### src/rtl/core/b58e_pkg.sv
package b58e_pkg;

   // Field widths of one fold step: a stored digit, the running carry, and digit * 256 + carry
   localparam int DIGIT_W = 6;
   localparam int CARRY_W = 8;
   localparam int FOLD_W  = DIGIT_W + CARRY_W;
   localparam int BYTE_W  = 8;
   localparam int CHAR_W  = 7;

   // Radix and its fixed-point reciprocal (floor of 2^16 / 58)
   localparam int RADIX       = 58;
   localparam int RECIP       = 1129;
   localparam int RECIP_W     = 11;
   localparam int RECIP_SHIFT = 16;

   // ASCII code of the character that stands for a leading zero byte
   localparam logic [CHAR_W-1:0] CHAR_ONE = 7'd49;

   // Map one base-58 digit onto the alphabet, which skips 0, I, O and l
   function automatic logic [CHAR_W-1:0] b58_char(input logic [DIGIT_W-1:0] digit);
      logic [CHAR_W-1:0] d;
      logic [CHAR_W-1:0] code;
      d = CHAR_W'(digit);
      if (d < 7'd9) begin
         code = 7'd49 + d;
      end else if (d < 7'd17) begin
         code = 7'd65 + (d - 7'd9);
      end else if (d < 7'd22) begin
         code = 7'd74 + (d - 7'd17);
      end else if (d < 7'd33) begin
         code = 7'd80 + (d - 7'd22);
      end else if (d < 7'd44) begin
         code = 7'd97 + (d - 7'd33);
      end else begin
         code = 7'd109 + (d - 7'd44);
      end
      return code;
   endfunction

endpackage

### src/rtl/core/b58e_digit_ram.sv
module b58e_digit_ram #(
   parameter int DEPTH = 45,
   parameter int AW    = 6
) (
   input  logic                         clock,
   input  logic                         wr_en,
   input  logic [AW-1:0]                wr_addr,
   input  logic [b58e_pkg::DIGIT_W-1:0] wr_data,
   input  logic                         rd_en,
   input  logic [AW-1:0]                rd_addr,
   output logic [b58e_pkg::DIGIT_W-1:0] rd_data
);
   import b58e_pkg::*;

   logic [DIGIT_W-1:0] mem [DEPTH];
   logic [DIGIT_W-1:0] rd_data_ff;

   // Write one digit, read one digit with a registered output
   always_ff @(posedge clock) begin
      if (wr_en) begin
         mem[wr_addr] <= wr_data;
      end
      if (rd_en) begin
         rd_data_ff <= mem[rd_addr];
      end
   end

   assign rd_data = rd_data_ff;

endmodule

### src/rtl/core/b58e_div58.sv
module b58e_div58 (
   input  logic [b58e_pkg::FOLD_W-1:0]  value,
   output logic [b58e_pkg::CARRY_W-1:0] quotient,
   output logic [b58e_pkg::DIGIT_W-1:0] remainder
);
   import b58e_pkg::*;

   localparam int PROD_W = FOLD_W + RECIP_W;
   localparam int QE_W   = PROD_W - RECIP_SHIFT;
   localparam int REM_W  = FOLD_W + 1;

   logic [PROD_W-1:0] prod;
   logic [QE_W-1:0]   q_est;
   logic [REM_W-1:0]  r_est;
   logic [REM_W-1:0]  back;

   // Estimate the quotient low by at most one, then correct once
   always_comb begin
      prod  = PROD_W'(value) * PROD_W'(RECIP);
      q_est = prod[PROD_W-1:RECIP_SHIFT];
      back  = REM_W'(q_est) * REM_W'(RADIX);
      r_est = REM_W'(value) - back;
      if (r_est >= REM_W'(RADIX)) begin
         remainder = DIGIT_W'(r_est - REM_W'(RADIX));
         quotient  = CARRY_W'(q_est + QE_W'(1));
      end else begin
         remainder = DIGIT_W'(r_est);
         quotient  = CARRY_W'(q_est);
      end
   end

endmodule

### src/rtl/core/base58_encoder.sv
// Base58 encoder: bytes come in one word per cycle while req_ready is high, most significant
// first, with req_last_byte on the final one. Leading zero bytes are only counted. Every later
// byte is folded into a base-58 digit memory, one stored digit per cycle through a single
// divide-by-58 unit; after a fold the digit count is at most 44 with 32 bytes. After the last
// byte the encoder sends one '1' per leading zero byte and then the digits that fit, most
// significant first, at up to one character per cycle while rsp_ready allows. After the last
// byte S_PREP sizes the output, S_ZERO loads the '1' characters and S_DIG the digits; the
// step from S_ZERO to S_DIG loads no character. rsp_last_char marks the final character and
// rsp_too_long is set on every character of a string that lost bytes or digits for capacity.
// No new byte is taken until the string's output has been handed off to the result register.
module base58_encoder #(
   parameter int MAX_BYTES   = 32,
   parameter int DIGIT_SLOTS = 45
) (
   input  logic                        clock,
   input  logic                        reset,
   input  logic                        req_valid,
   output logic                        req_ready,
   input  logic [b58e_pkg::BYTE_W-1:0] req_data_byte,
   input  logic                        req_last_byte,
   output logic                        rsp_valid,
   input  logic                        rsp_ready,
   output logic [b58e_pkg::CHAR_W-1:0] rsp_char_code,
   output logic                        rsp_last_char,
   output logic                        rsp_too_long
);
   import b58e_pkg::*;

   localparam int BW = $clog2(MAX_BYTES + 1);
   localparam int CW = $clog2(DIGIT_SLOTS + 1);
   localparam int AW = (DIGIT_SLOTS > 1) ? $clog2(DIGIT_SLOTS) : 1;
   localparam int TW = ((BW > CW) ? BW : CW) + 1;

   typedef enum logic [2:0] {
      S_IDLE,
      S_FOLD,
      S_PREP,
      S_ZERO,
      S_DIG
   } state_type;

   state_type         state_ff, state_in;
   logic [BW-1:0]     byte_cnt_ff, byte_cnt_in;
   logic [BW-1:0]     zero_cnt_ff, zero_cnt_in;
   logic [CW-1:0]     dig_cnt_ff, dig_cnt_in;
   logic              seen_ff, seen_in;
   logic              ovf_ff, ovf_in;
   logic              last_ff, last_in;
   logic [CARRY_W-1:0] carry_ff, carry_in;
   logic [CW-1:0]     pos_ff, pos_in;
   logic [BW-1:0]     zero_left_ff, zero_left_in;
   logic [CW-1:0]     dig_left_ff, dig_left_in;
   logic [CW-1:0]     idx_ff, idx_in;
   logic              rsp_valid_ff, rsp_valid_in;
   logic [CHAR_W-1:0] rsp_char_ff, rsp_char_in;
   logic              rsp_last_ff, rsp_last_in;
   logic              rsp_long_ff, rsp_long_in;

   logic               wr_en;
   logic [AW-1:0]      wr_addr;
   logic [DIGIT_W-1:0] wr_data;
   logic               rd_en;
   logic [CW-1:0]      rd_ptr;
   logic [DIGIT_W-1:0] rd_data;

   logic [FOLD_W-1:0]  div_value;
   logic [CARRY_W-1:0] div_quo;
   logic [DIGIT_W-1:0] div_rem;

   logic               out_free;
   logic               have_dig;
   logic               fold_go;
   logic [TW-1:0]      sum_t, tot_t, zl_t, dl_t;

   b58e_digit_ram #(
      .DEPTH (DIGIT_SLOTS),
      .AW    (AW)
   ) u_ram (
      .clock   (clock),
      .wr_en   (wr_en),
      .wr_addr (wr_addr),
      .wr_data (wr_data),
      .rd_en   (rd_en),
      .rd_addr (rd_ptr[AW-1:0]),
      .rd_data (rd_data)
   );

   b58e_div58 u_div (
      .value     (div_value),
      .quotient  (div_quo),
      .remainder (div_rem)
   );

   // Fold operand: stored digit (zero past the top) above the carry
   assign have_dig  = pos_ff < dig_cnt_ff;
   assign fold_go   = (have_dig || carry_ff != '0) && (pos_ff < CW'(DIGIT_SLOTS));
   assign div_value = {(have_dig ? rd_data : DIGIT_W'(0)), carry_ff};

   // Length arithmetic for the output phase
   assign sum_t = TW'(zero_cnt_ff) + TW'(dig_cnt_ff);
   assign tot_t = (sum_t > TW'(DIGIT_SLOTS)) ? TW'(DIGIT_SLOTS) : sum_t;
   assign zl_t  = (TW'(zero_cnt_ff) < tot_t) ? TW'(zero_cnt_ff) : tot_t;
   assign dl_t  = tot_t - zl_t;

   assign out_free  = !rsp_valid_ff || rsp_ready;
   assign req_ready = (state_ff == S_IDLE);
   assign rd_en     = rd_ptr < CW'(DIGIT_SLOTS);

   // Next-state logic
   always_comb begin
      state_in     = state_ff;
      byte_cnt_in  = byte_cnt_ff;
      zero_cnt_in  = zero_cnt_ff;
      dig_cnt_in   = dig_cnt_ff;
      seen_in      = seen_ff;
      ovf_in       = ovf_ff;
      last_in      = last_ff;
      carry_in     = carry_ff;
      pos_in       = pos_ff;
      zero_left_in = zero_left_ff;
      dig_left_in  = dig_left_ff;
      idx_in       = idx_ff;
      rsp_valid_in = rsp_valid_ff && !rsp_ready;
      rsp_char_in  = rsp_char_ff;
      rsp_last_in  = rsp_last_ff;
      rsp_long_in  = rsp_long_ff;
      wr_en        = 1'b0;
      wr_addr      = pos_ff[AW-1:0];
      wr_data      = div_rem;
      rd_ptr       = '0;

      unique case (state_ff)
         S_IDLE: begin
            // Take a byte: count a leading zero, fold it, or drop it past capacity
            if (req_valid) begin
               last_in = req_last_byte;
               if (byte_cnt_ff < BW'(MAX_BYTES)) begin
                  byte_cnt_in = byte_cnt_ff + BW'(1);
                  if (!seen_ff && req_data_byte == '0) begin
                     zero_cnt_in = zero_cnt_ff + BW'(1);
                     state_in    = req_last_byte ? S_PREP : S_IDLE;
                  end else begin
                     seen_in  = 1'b1;
                     carry_in = req_data_byte;
                     pos_in   = '0;
                     state_in = S_FOLD;
                  end
               end else begin
                  ovf_in   = 1'b1;
                  state_in = req_last_byte ? S_PREP : S_IDLE;
               end
            end
         end

         S_FOLD: begin
            // Rewrite one digit per cycle and prefetch the next
            if (fold_go) begin
               wr_en    = 1'b1;
               carry_in = div_quo;
               pos_in   = pos_ff + CW'(1);
               rd_ptr   = pos_ff + CW'(1);
            end else begin
               dig_cnt_in = pos_ff;
               if (carry_ff != '0) begin
                  ovf_in = 1'b1;
               end
               state_in = last_ff ? S_PREP : S_IDLE;
            end
         end

         S_PREP: begin
            // Size the output and cap it at the digit capacity
            if (sum_t > TW'(DIGIT_SLOTS)) begin
               ovf_in = 1'b1;
            end
            zero_left_in = zl_t[BW-1:0];
            dig_left_in  = dl_t[CW-1:0];
            idx_in       = dig_cnt_ff - CW'(1);
            state_in     = S_ZERO;
         end

         S_ZERO: begin
            // Send the '1' characters while the top digit is fetched
            rd_ptr = idx_ff;
            if (zero_left_ff == '0) begin
               state_in = S_DIG;
            end else if (out_free) begin
               rsp_valid_in = 1'b1;
               rsp_char_in  = CHAR_ONE;
               rsp_last_in  = (zero_left_ff == BW'(1)) && (dig_left_ff == '0);
               rsp_long_in  = ovf_ff;
               zero_left_in = zero_left_ff - BW'(1);
            end
         end

         S_DIG: begin
            // Send digits top down, holding the read address while stalled
            rd_ptr = idx_ff;
            if (dig_left_ff == '0) begin
               byte_cnt_in = '0;
               zero_cnt_in = '0;
               dig_cnt_in  = '0;
               seen_in     = 1'b0;
               ovf_in      = 1'b0;
               last_in     = 1'b0;
               state_in    = S_IDLE;
            end else if (out_free) begin
               rsp_valid_in = 1'b1;
               rsp_char_in  = b58_char(rd_data);
               rsp_last_in  = (dig_left_ff == CW'(1));
               rsp_long_in  = ovf_ff;
               dig_left_in  = dig_left_ff - CW'(1);
               idx_in       = idx_ff - CW'(1);
               rd_ptr       = idx_ff - CW'(1);
            end
         end

         default: begin
            state_in = S_IDLE;
         end
      endcase
   end

   // Hold state and the result register
   always_ff @(posedge clock) begin
      if (reset) begin
         state_ff     <= S_IDLE;
         byte_cnt_ff  <= '0;
         zero_cnt_ff  <= '0;
         dig_cnt_ff   <= '0;
         seen_ff      <= 1'b0;
         ovf_ff       <= 1'b0;
         last_ff      <= 1'b0;
         pos_ff       <= '0;
         zero_left_ff <= '0;
         dig_left_ff  <= '0;
         idx_ff       <= '0;
         rsp_valid_ff <= 1'b0;
      end else begin
         state_ff     <= state_in;
         byte_cnt_ff  <= byte_cnt_in;
         zero_cnt_ff  <= zero_cnt_in;
         dig_cnt_ff   <= dig_cnt_in;
         seen_ff      <= seen_in;
         ovf_ff       <= ovf_in;
         last_ff      <= last_in;
         pos_ff       <= pos_in;
         zero_left_ff <= zero_left_in;
         dig_left_ff  <= dig_left_in;
         idx_ff       <= idx_in;
         rsp_valid_ff <= rsp_valid_in;
      end
      carry_ff    <= carry_in;
      rsp_char_ff <= rsp_char_in;
      rsp_last_ff <= rsp_last_in;
      rsp_long_ff <= rsp_long_in;
   end

   assign rsp_valid     = rsp_valid_ff;
   assign rsp_char_code = rsp_char_ff;
   assign rsp_last_char = rsp_last_ff;
   assign rsp_too_long  = rsp_long_ff;

endmodule

### config.mk
export PLATFORM = sky130hd
export DESIGN_NAME = base58_encoder
export DESIGN_NICKNAME = d
export VERILOG_FILES = /design/src/rtl/core/b58e_pkg.sv /design/src/rtl/core/b58e_digit_ram.sv /design/src/rtl/core/b58e_div58.sv /design/src/rtl/core/base58_encoder.sv
export SDC_FILE = /design/constraint.sdc
export NUM_CORES = 1
export LEC_CHECK = 0
export BUFFER_PORTS_ARGS = -buffer_cell sky130_fd_sc_hd__buf_2
export CAP_MARGIN = 20
export CORE_MARGIN = 5
export CORE_UTILIZATION = 47
export DETAILED_ROUTE_END_ITERATION = 7
export GPL_ROUTABILITY_DRIVEN = 0
export MAX_ROUTING_LAYER = met4
export SYNTH_ARGS = -nofsm -noshare
export SYNTH_HDL_FRONTEND = slang
export SYNTH_SLANG_ARGS = --single-unit
### constraint.sdc
create_clock -name clock -period 25.5 [get_ports clock]
set_clock_uncertainty 0.05 [all_clocks]
set_input_delay 1.275 -clock clock [delete_from_list [all_inputs] [get_ports clock]]
set_output_delay 1.275 -clock clock [all_outputs]
set_load 0.05 [all_outputs]
==> results.cfg <==
[status]
status = finished, final reports clean

[power]
p_leak_nw = 8.91
power.density_nw_per_um2 = 154
p_comb_share_pct = 47.6
p_seq_share_pct = 36.4
intPower_w = 0.00200
switching_share_pct = 41.8
pwr-share-clk_pct = 16.0
peakVddDrop_v = 0.000395
p_switching_w = 0.00144

[global_route]
grt-ovfl-total = 0
grt_util_all_layers_pct = 21.9
grt_pass1_vias = 14470
grt_pass1_wl_um = 81100
grt_max_degree = 84
grt_antenna_before_repair = 0

[synthesis]
synth_cells = 2036
synth.cell_area_um2 = 20400
synth-seq-cells = 342
yosys_most_used_dff = edfxtp_1
synth-edff-count = 293
yosys-top-cells-count = nand2_1 (367), edfxtp_1 (293), ha_1 (167)
synth_area_leaders = edfxtp_1 (43%), ha_1 (10%), nand2_1 (6.8%)
seq_area_frac_synth_pct = 48.0
yosysTopAreaCellShare_pct = 43.2
async_reset_ff_share_pct = 0
yosysMostFrequentCell = nand2_1
synth_cell_type_count = 84
synth_area_per_cell_um2 = 10.0
synth_nets = 2249
yosys.area.top_type = edfxtp_1
yosysWarningCount = 0

[route]
vias_per_cell = 5.76
avgRoutedWirePerCell_um = 19.4
ant_nets = 0
drt_wl_total_um = 51000
firstDrtPassIters = 6
drt_iter0_markers = 1470
route.vias.total = 15178
drc_errors = 0

[setup_path]
cp.arrival_ns = 13.55
cp.required_ns = 25.64
critPathMaxStageDelay_ns = 1.10
slowest_stage = a21oi_4
r2r_start = pos_ff[2]
crit_type = reg -> reg
crit_path_max_fanout = 45
r2r_end = u_ram.mem[13][2]
crit_path_start_kind = register
r2r_slack_ns = 12.09
cp_common_cell = ha_1
worst_r2r_path_depth = 42
critPathCaptureType = register
crit_start = pos_ff[2]

[cells_and_area]
nets = 2234
final_area_um2 = 22300
layout-drive-gt1-share_pct = 6.59
register_area_um2 = 9780
n_fill_cell = 3899
multi_input_area_um2 = 9800
area_growth_pct = 9.52
diodes = 0

[clocking]
clk_latency_ns = 0.55
post_cts_resize_count = 0
clock_sinks = 342
cts_hold_buf = 0
postCtsSetupBuffers = 0
clockRootBuffer = clkbuf_16
clkTransAtPathRegs_ns = 0.06
cts_buffers = 38
h-tree-depth = 2
cts_tree = done
clockBufferDepth = 3

[min_path]
hold_path.class = reg -> reg
min_from = ovf_ff
min_to = rsp_too_long
worstHoldPathCells = 0

[floorplan]
io_pins = 24
die_area_um2 = 47600
start_util_pct = 47.4
core_area_um2 = 43000
num_rows = 76
die_x_um = 218
chipHeight_um = 218

[timing]
relSlewSlack_pct = 28.8
period_minus_slack_ns = 13.41
fin_setup_tns_ns = 0
worst-slew-pin-transition_ns = 1.07
post-route-period-util_pct = 52.6
clock.fmax_mhz = 74.6
finalHoldViolCount = 0
slew_violations = 0
setup_violations = 0
rsz0062_at_grt = false

[run]
cap_violations = 0

[placement]
dp_hpwl_um = 34100
post_dp_cell_area_um2 = 21100
port_buffers = 23
## layer usage
layer	global-route usage, %	up-vias	share of wire (%)
met3	2.42	88	5.4
met5	-	-	0
met1	31.5	7367	46
met2	33.7	422	46
li1	-	7301	-
met4	5.34	0	2.6
## worst max path at each step
stage	end	slack, ns	cells after the start
final	u_ram.mem[13][2]	12.09	42
after CTS	u_ram.mem[22][2]	12.22	42
after floorplan	u_ram.mem[0][1]	13.65	43
after detailed placement	u_ram.mem[0][2]	12.24	42
after global placement	u_ram.mem[1][2]	12.63	42
after global routing	u_ram.mem[22][2]	11.06	42
## logic make-up (layout without fill, tap and decap cells)
| logic type | count (synthesis) | count (layout) | synth area share, % |
|---|---|---|---|
| simple gates | 831 | 831 | 18.7 |
| flops | 342 | 342 | 48.0 |
| buf+inv | 233 | 246 | 4.42 |
| compound gates | 344 | 344 | 11.6 |
| mux | 16 | 16 | 0.816 |
| xor+xnor | 65 | 65 | 2.79 |
| fa+ha+maj | 205 | 205 | 13.7 |
## power by group through the flow
stage | registers (W) | logic (W) | clock network (W)
6_report | 0.00125 | 0.00164 | 0.000549
3_3_place_gp | 0.00126 | 0.00159 | 0
3_5_place_dp | 0.00126 | 0.00163 | 0
4_1_cts | 0.00125 | 0.00163 | 0.000559
5_1_grt | 0.00125 | 0.00181 | 0.000583
2_1_floorplan | 0.00127 | 0.00100 | 0
## worst max-delay path, delay by kind of cell, from the launching register on
| kind | cells | cell delay [ns] |
|---|---|---|
| AOI/OAI and AO/OA | 16 | 4.39 |
| xor gates and xnor gates | 2 | 0.44 |
| adders and majority gates | 11 | 4.41 |
| buffers and inverters | 4 | 0.18 |
| DFF | 1 | 0.61 |
| and+or+nand+nor | 9 | 2.92 |
## area by class of cell
| cell class | instances | share of cell area, % |
|---|---|---|
| inverters | 134 | 2.25 |
| flip-flops and latches | 342 | 43.8 |
| well taps | 585 | 3.28 |
| clock buffers | 44 | 4.45 |
| multi-input cells | 1461 | 43.9 |
| clock inverters | 24 | 1.09 |
| repair buffers | 44 | 1.24 |
## stage by stage
| stage | utilization [%] | instances | setup slack [ns] | power (W) | hold slack, ns |
|---|---|---|---|---|---|
| global route | 52.0 | 2634 | 11.06 | 0.00364 | 0.428 |
| finish | 52.0 | 2634 | 12.09 | 0.00343 | 0.405 |
| CTS | 51.9 | 2633 | 12.22 | 0.00344 | 0.401 |
| detailed placement | 49.1 | 2565 | 12.24 | 0.00289 | 0.389 |
| floorplan | - | 2036 | 13.65 | 0.00227 | 0.359 |
| global placement | 49.0 | 2563 | 12.63 | 0.00285 | 0.386 |
## sequential cells by signal, summed over array words and instances (netlist names)
register       cells
seen_ff            1
rsp_last_char      1
u_ram.rd_data      6
state_ff           3
u_ram.mem        270
rsp_valid          1
rsp_char_code      7
idx_ff             6
rsp_too_long       1
zero_left_ff       6
pos_ff             6
byte_cnt_ff        6
dig_left_ff        6
last_ff            1
ovf_ff             1
carry_ff           8
dig_cnt_ff         6
zero_cnt_ff        6
## placed cells by master, fill, tap and decap left out, types with 7 or more instances in the layout
master	count
a211o_1	11
a211oi_1	19
a21o_1	22
a21oi_1	79
a22oi_1	9
a311o_1	7
a311oi_1	14
a31oi_1	18
and2_1	15
and3_1	28
buf_2	23
buf_4	20
clkbuf_16	39
clkinv_2	9
dfxtp_1	49
edfxtp_1	293
fa_1	33
ha_1	167
inv_1	132
mux2i_1	14
nand2_1	367
nand2b_1	15
nand3_1	153
nand3b_1	8
nand4_1	18
nor2_1	137
nor2b_1	9
nor3_1	24
nor4_1	7
o2111ai_1	9
o211ai_1	22
o21ai_0	59
o31ai_1	7
or3_1	12
xnor2_1	40
xor2_1	22
Note: power is estimated with default switching activity, not from simulation.
